<file path="src/hbdec_pkg.sv">
// ----------------------------------------------------------------------------
// hbdec_pkg - shared types and constants of the half-band I/Q decimator
// Depths, coefficient table builder and the MAC control word.
// ----------------------------------------------------------------------------
`default_nettype none

package hbdec_pkg;

  localparam int unsigned DEF_SAMPLE_BITS    = 24;
  localparam int unsigned DEF_COEF_FRAC_BITS = 24;

  localparam int unsigned ODD_DEPTH = 22;
  localparam int unsigned CEN_DEPTH = 11;
  localparam int unsigned PAIRS     = 11;
  localparam int unsigned TERMS     = PAIRS + 1;
  localparam int unsigned ODD_AW    = $clog2(ODD_DEPTH);
  localparam int unsigned CEN_AW    = $clog2(CEN_DEPTH);
  localparam int unsigned TERM_W    = $clog2(TERMS);
  localparam int unsigned COEF_SLOT = 32;

  localparam logic [63:0] DEC_SCALE = 64'd1000000000000000000;

  // odd-tap magnitudes, scaled by 1e18; signs alternate, first positive
  localparam logic [63:0] COEF_MAG [PAIRS] = '{
    64'd18566625444266,     64'd118469698701817,    64'd457318798253456,
    64'd1347840471412094,   64'd3321838571445455,   64'd7198422696929033,
    64'd14211106939802483,  64'd26424776824073383,  64'd48414810444971007,
    64'd96214669073304823,  64'd314881034738348550
  };

  typedef struct packed {
    logic clear;
    logic sum_en;
    logic mul_en;
    logic acc_en;
  } hbdec_mac_ctl_t;

  // quantized coefficients, one 32-bit slot each; last slot is the center tap
  function automatic logic [TERMS*COEF_SLOT-1:0] hbdec_coef_table(input int unsigned frac);
    logic [TERMS*COEF_SLOT-1:0] tbl;
    logic [63:0] q;
    logic [63:0] r;
    logic [63:0] one;
    tbl = '0;
    one = 64'd1;
    for (int k = 0; k < PAIRS; k++) begin
      q = '0;
      r = COEF_MAG[k];
      for (int b = 0; b < frac; b++) begin
        r = {r[62:0], 1'b0};
        q = {q[62:0], 1'b0};
        if (r >= DEC_SCALE) begin
          r = r - DEC_SCALE;
          q = q | one;
        end
      end
      if ({r[62:0], 1'b0} >= DEC_SCALE) begin
        q = q + one;
      end
      if (k[0]) begin
        q = -q;
      end
      tbl[k*COEF_SLOT +: COEF_SLOT] = q[COEF_SLOT-1:0];
    end
    q = one << (frac - 1);
    tbl[PAIRS*COEF_SLOT +: COEF_SLOT] = q[COEF_SLOT-1:0];
    return tbl;
  endfunction

endpackage

`default_nettype wire

</file>
<file path="src/hbdec_mac.sv">
// ----------------------------------------------------------------------------
// hbdec_mac - pre-add, multiply, accumulate lane with round and saturate
// Folds two taps, scales by a coefficient and sums into a wide accumulator.
// ----------------------------------------------------------------------------
`default_nettype none

module hbdec_mac #(
  parameter int unsigned SAMPLE_BITS    = hbdec_pkg::DEF_SAMPLE_BITS,
  parameter int unsigned COEF_FRAC_BITS = hbdec_pkg::DEF_COEF_FRAC_BITS
) (
  input  wire logic                                clk_i,
  input  wire hbdec_pkg::hbdec_mac_ctl_t           ctl_i,
  input  wire logic signed [SAMPLE_BITS-1:0]       a_i,
  input  wire logic signed [SAMPLE_BITS-1:0]       b_i,
  input  wire logic signed [COEF_FRAC_BITS:0]      coef_i,
  output logic        [SAMPLE_BITS-1:0]            res_o
);
  import hbdec_pkg::*;

  localparam int unsigned SB    = SAMPLE_BITS;
  localparam int unsigned CW    = COEF_FRAC_BITS + 1;
  localparam int unsigned ACC_W = SB + CW + 2;
  localparam int unsigned TOP   = COEF_FRAC_BITS + SB - 1;

  localparam logic signed [ACC_W-1:0] ROUND_INIT = ACC_W'(1) << (COEF_FRAC_BITS - 1);

  logic signed [SB:0]       sum_q;
  logic signed [CW-1:0]     coef_q;
  logic signed [SB+CW:0]    prod_q;
  logic signed [ACC_W-1:0]  acc_q;
  logic        [ACC_W-1:TOP] hi_bits;

  always_ff @(posedge clk_i) begin
    if (ctl_i.sum_en) begin
      sum_q  <= (SB+1)'(a_i) + (SB+1)'(b_i);
      coef_q <= coef_i;
    end
    if (ctl_i.mul_en) begin
      prod_q <= sum_q * coef_q;
    end
    if (ctl_i.clear) begin
      acc_q <= ROUND_INIT;
    end else if (ctl_i.acc_en) begin
      acc_q <= acc_q + ACC_W'(prod_q);
    end
  end

  // floor shift of the pre-rounded sum, then clamp
  assign hi_bits = acc_q[ACC_W-1:TOP];

  always_comb begin
    if ((&hi_bits) || !(|hi_bits)) begin
      res_o = acc_q[TOP:COEF_FRAC_BITS];
    end else if (acc_q[ACC_W-1]) begin
      res_o = {1'b1, {(SB-1){1'b0}}};
    end else begin
      res_o = {1'b0, {(SB-1){1'b1}}};
    end
  end

endmodule

`default_nettype wire

</file>
<file path="config.mk">
export PLATFORM = sky130hd
export DESIGN_NAME = hbdec_mac
export DESIGN_NICKNAME = d
export VERILOG_FILES = /design/src/hbdec_pkg.sv /design/src/hbdec_mac.sv
export SDC_FILE = /design/constraint.sdc
export NUM_CORES = 2
export LEC_CHECK = 0
export BUFFER_PORTS_ARGS = -buffer_cell sky130_fd_sc_hd__buf_2
export CORE_ASPECT_RATIO = 0.9
export CORE_MARGIN = 4
export CORE_UTILIZATION = 45
export DETAILED_ROUTE_END_ITERATION = 8
export SLEW_MARGIN = 20
export SYNTH_ARGS = -nofsm -noshare
export SYNTH_HDL_FRONTEND = slang
export SYNTH_SLANG_ARGS = --single-unit
</file>
<file path="constraint.sdc">
create_clock -name clk_i -period 15.1 [get_ports clk_i]
set_clock_uncertainty 0.15 [all_clocks]
set_input_delay 2.265 -clock clk_i [delete_from_list [all_inputs] [get_ports clk_i]]
set_output_delay 2.265 -clock clk_i [all_outputs]
set_load 0.005 [all_outputs]
</file>
==> key figures <==
Placement
  – Pre-CTS setup slack: 6.524 ns
  – GP Congestion: 0.9022
  – Port bufs: 101
  – HPWL Detailed: 63.16 mm
  – Cells after DPL: 4242
  – Cell area after placement: 0.03289 sq mm

Critical path
  – Critical path endpoint category: flop
  – R2R setup slack: 6.48 ns
  – Setup Crit Path Kind: reg -> reg
  – CP Data Required Time: 15.18 ns
  – Worst Path Arrival: 8.69 ns
  – Crit start category: flop
  – Critical path fanouts, max: 25

Floorplan
  – Row Count: 91
  – Initial core utilization: 45.66%
  – Die Ht: 258.8 microns
  – I/O pins: 102
  – Core area: 0.06888 sq mm
  – Die area: 0.07419 sq mm
  – Die W: 286.7 microns

STA
  – Tcrit/Tclk final: 57.07%
  – Worst-Margin Slew: 1.143 ns
  – Max-slew violation count: 0
  – Tmin final: 8.617 ns
  – Slew HR: 23.83%
  – Setup tns final: 0 ns
  – Setup ws final: 6.483 ns
  – Max frequency: 0.1160 GHz
  – Hold Fails Final Rpt: 0
  – RSZ-0062 raised after global routing: no
  – Setup violators final: 0

Cells and area
  – Non-Filler Instances: 4274
  – Layout cells sized above 1: 5.413%
  – Final nets: 4284
  – Area grow syn2layout: 6.529%
  – Filler instances: 6501
  – Final Instance Area: 0.03350 sq mm
  – N_diodes: 0

Synth
  – Async SR Flop Fraction: 0%
  – Ys flop type: edfxtp_1
  – Post-synthesis cell type count: 69
  – Synthesized net count: 4265
  – Post-synth EDFFs: 100
  – Register bit total from synthesis: 151
  – Synth Area per Inst: 9.496 sq um
  – Ys Warns: 0
  – Register area share after synthesis: 12.79%
  – Mapped Cells: 3312
  – Netlist Area Pre-Place: 0.03145 sq mm

Clock tree
  – CTS HTree Levels: 4
  – CTS tree: done
  – CTS Root Cell: clkbuf_16
  – Post-CTS resize count: 0
  – CTS Hold Buffers Added: 0
  – Clk sinks: 151
  – Clock buffer count from CTS: 17
  – Clk buf depth: 2
  – Post-CTS Setup Inserts: 0
  – Worst-Skew Late Latency: 0.48 ns
  – Clock Pin Slew Worst Setup and Hold Paths: 0.07 ns

GRT
  – Largest net degree at the start of global routing: 57
  – GRT Overall Usage: 22.54%
  – First-pass GRT wire length: 130.8 mm
  – Vias in the first global route: 23.43k
  – Number of antenna violations at the first check in global routing: 0
  – Grt total ovfl: 0

Routing
  – DR vias/cell: 5.145
  – # DRC: 0
  – First-pass DRT Iterations: 5
  – ANT nets after route: 0
  – Routed WL: 79.31 mm
  – WL/cell: 18.56 microns
  – Via Count: 21.99k
  – DR iter-0 viols: 1310

Hold path
  – Min-delay worst type: reg -> reg

Job
  – Max_cap viols: 0

Run status
  – Status: finished clean
## cells in the mapped netlist (all sizes together), types with 4 or more instances
cell	count	share of area, %
fa	660	42
inv	659	7.9
nand2	386	4.6
and2	313	6.2
ha	215	8.6
clkbuf	136	1.6
nor2	119	1.4
a21oi	102	1.6
edfxtp	100	9.5
xnor2	87	2.4
o21ai	86	1.4
a21o	62	1.5
dfxtp	51	3.2
mux2i	30	0.95
nand3	27	0.43
xor2	27	0.75
o21a	21	0.50
nor2b	18	0.36
nor3	17	0.27
and3	16	0.32
nand2b	15	0.30
o21bai	15	0.36
nand4	12	0.24
or3	12	0.25
a31oi	11	0.22
a211oi	10	0.24
and4	9	0.25
o22ai	8	0.16
o31a	7	0.19
o31ai	7	0.17
a2111oi	5	0.20
a21boi	5	0.12
a221oi	5	0.14
o211ai	5	0.12
nor4	4	0.080
nor4b	4	0.11
## sequential cells by signal, indices dropped and copies added, names as in the netlist
register and cells:
acc_q 51, coef_q 25, prod_q 50, sum_q 25
## placed cells by master (no fill, tap or decap), drive strengths merged, types with 5 or more instances in the layout
cell	count
nor3	17
a21o	62
inv	666
nand2	386
o21ai	86
fa	660
nand4	12
a221oi	5
a2111oi	5
mux2i	30
o211ai	5
o22ai	8
or3	12
nor2b	18
buf	139
and3	16
o31a	7
a211oi	10
o31ai	7
clkbuf	20
nor2	119
nand3	27
a31oi	11
and2	313
xor2	27
o21bai	15
and4	9
nand2b	15
ha	215
dfxtp	51
o21a	21
edfxtp	100
a21oi	102
xnor2	87
a21boi	5
## worst max-delay path, stage by stage (launching register included)
cell and delay (ns):
edfxtp_1 1.10, nand2_1 0.23, fa_1 0.59, inv_1 0.05, fa_1 0.47, inv_1 0.05
fa_1 0.50, fa_1 0.53, inv_1 0.06, fa_1 0.49, fa_1 0.49, inv_1 0.05
fa_1 0.47, inv_1 0.05, ha_1 0.36, a21o_1 0.21, a311oi_1 0.35, o21a_1 0.16
o21ai_0 0.13, a311o_1 0.48, a2111oi_0 0.70, o21a_1 0.25, o221ai_1 0.16, a21oi_2 0.18
xnor2_1 0.08
## area by class of cell
cell class / count / area [sq um] / share of cell area [%]
flip-flops and latches: 151 / 4024 / 12.01
repair buffers: 139 / 790.8 / 2.360
clock inverters: 12 / 156.4 / 0.4668
multi-input cells: 2361 / 24430 / 72.92
well taps: 930 / 1164 / 3.473
inverters: 661 / 2481 / 7.406
clock buffers: 20 / 457.9 / 1.367
## per-layer routing
metal	part of all wire, %	wire length [microns]	track usage (%)
met4	1.6	1297	4.580
met3	11	8360	8.434
met1	47	37210	32.53
met5	0	0	0
met2	41	32440	32.64
## final timing paths
check / start / to / cells past startpoint
min reg2reg: acc_q[22] / acc_q[22] / 2
max reg2reg: sum_q[17] / prod_q[48] / 24
max: sum_q[17] / prod_q[48] / 24
min: acc_q[22] / acc_q[22] / 2
## cells by family (layout without fill, tap and decap cells)
logic type	Yosys count	count (layout)	share of synthesized area (%)
AND/OR/NAND/NOR	964	964	15.17
adder cells (fa/ha/maj)	875	875	50.56
buffers and inverters	800	832	9.548
AO/OA/AOI/OAI	377	377	7.758
flip-flops	151	151	12.79
XOR/XNOR	114	114	3.175
multiplexers	31	31	0.9906
## stage by stage
stage | hold slack, ns | util (%)
after global placement | 0.3083 | 47.75
after global routing | 0.3668 | 48.64
final | 0.3327 | 48.64
after CTS | 0.3342 | 48.64
after floorplan | 0.2944 | -
after detailed placement | 0.3213 | 47.75
Power is not shown: default switching activity piles up to over one toggle a cycle in this logic, so the estimate is an artifact.
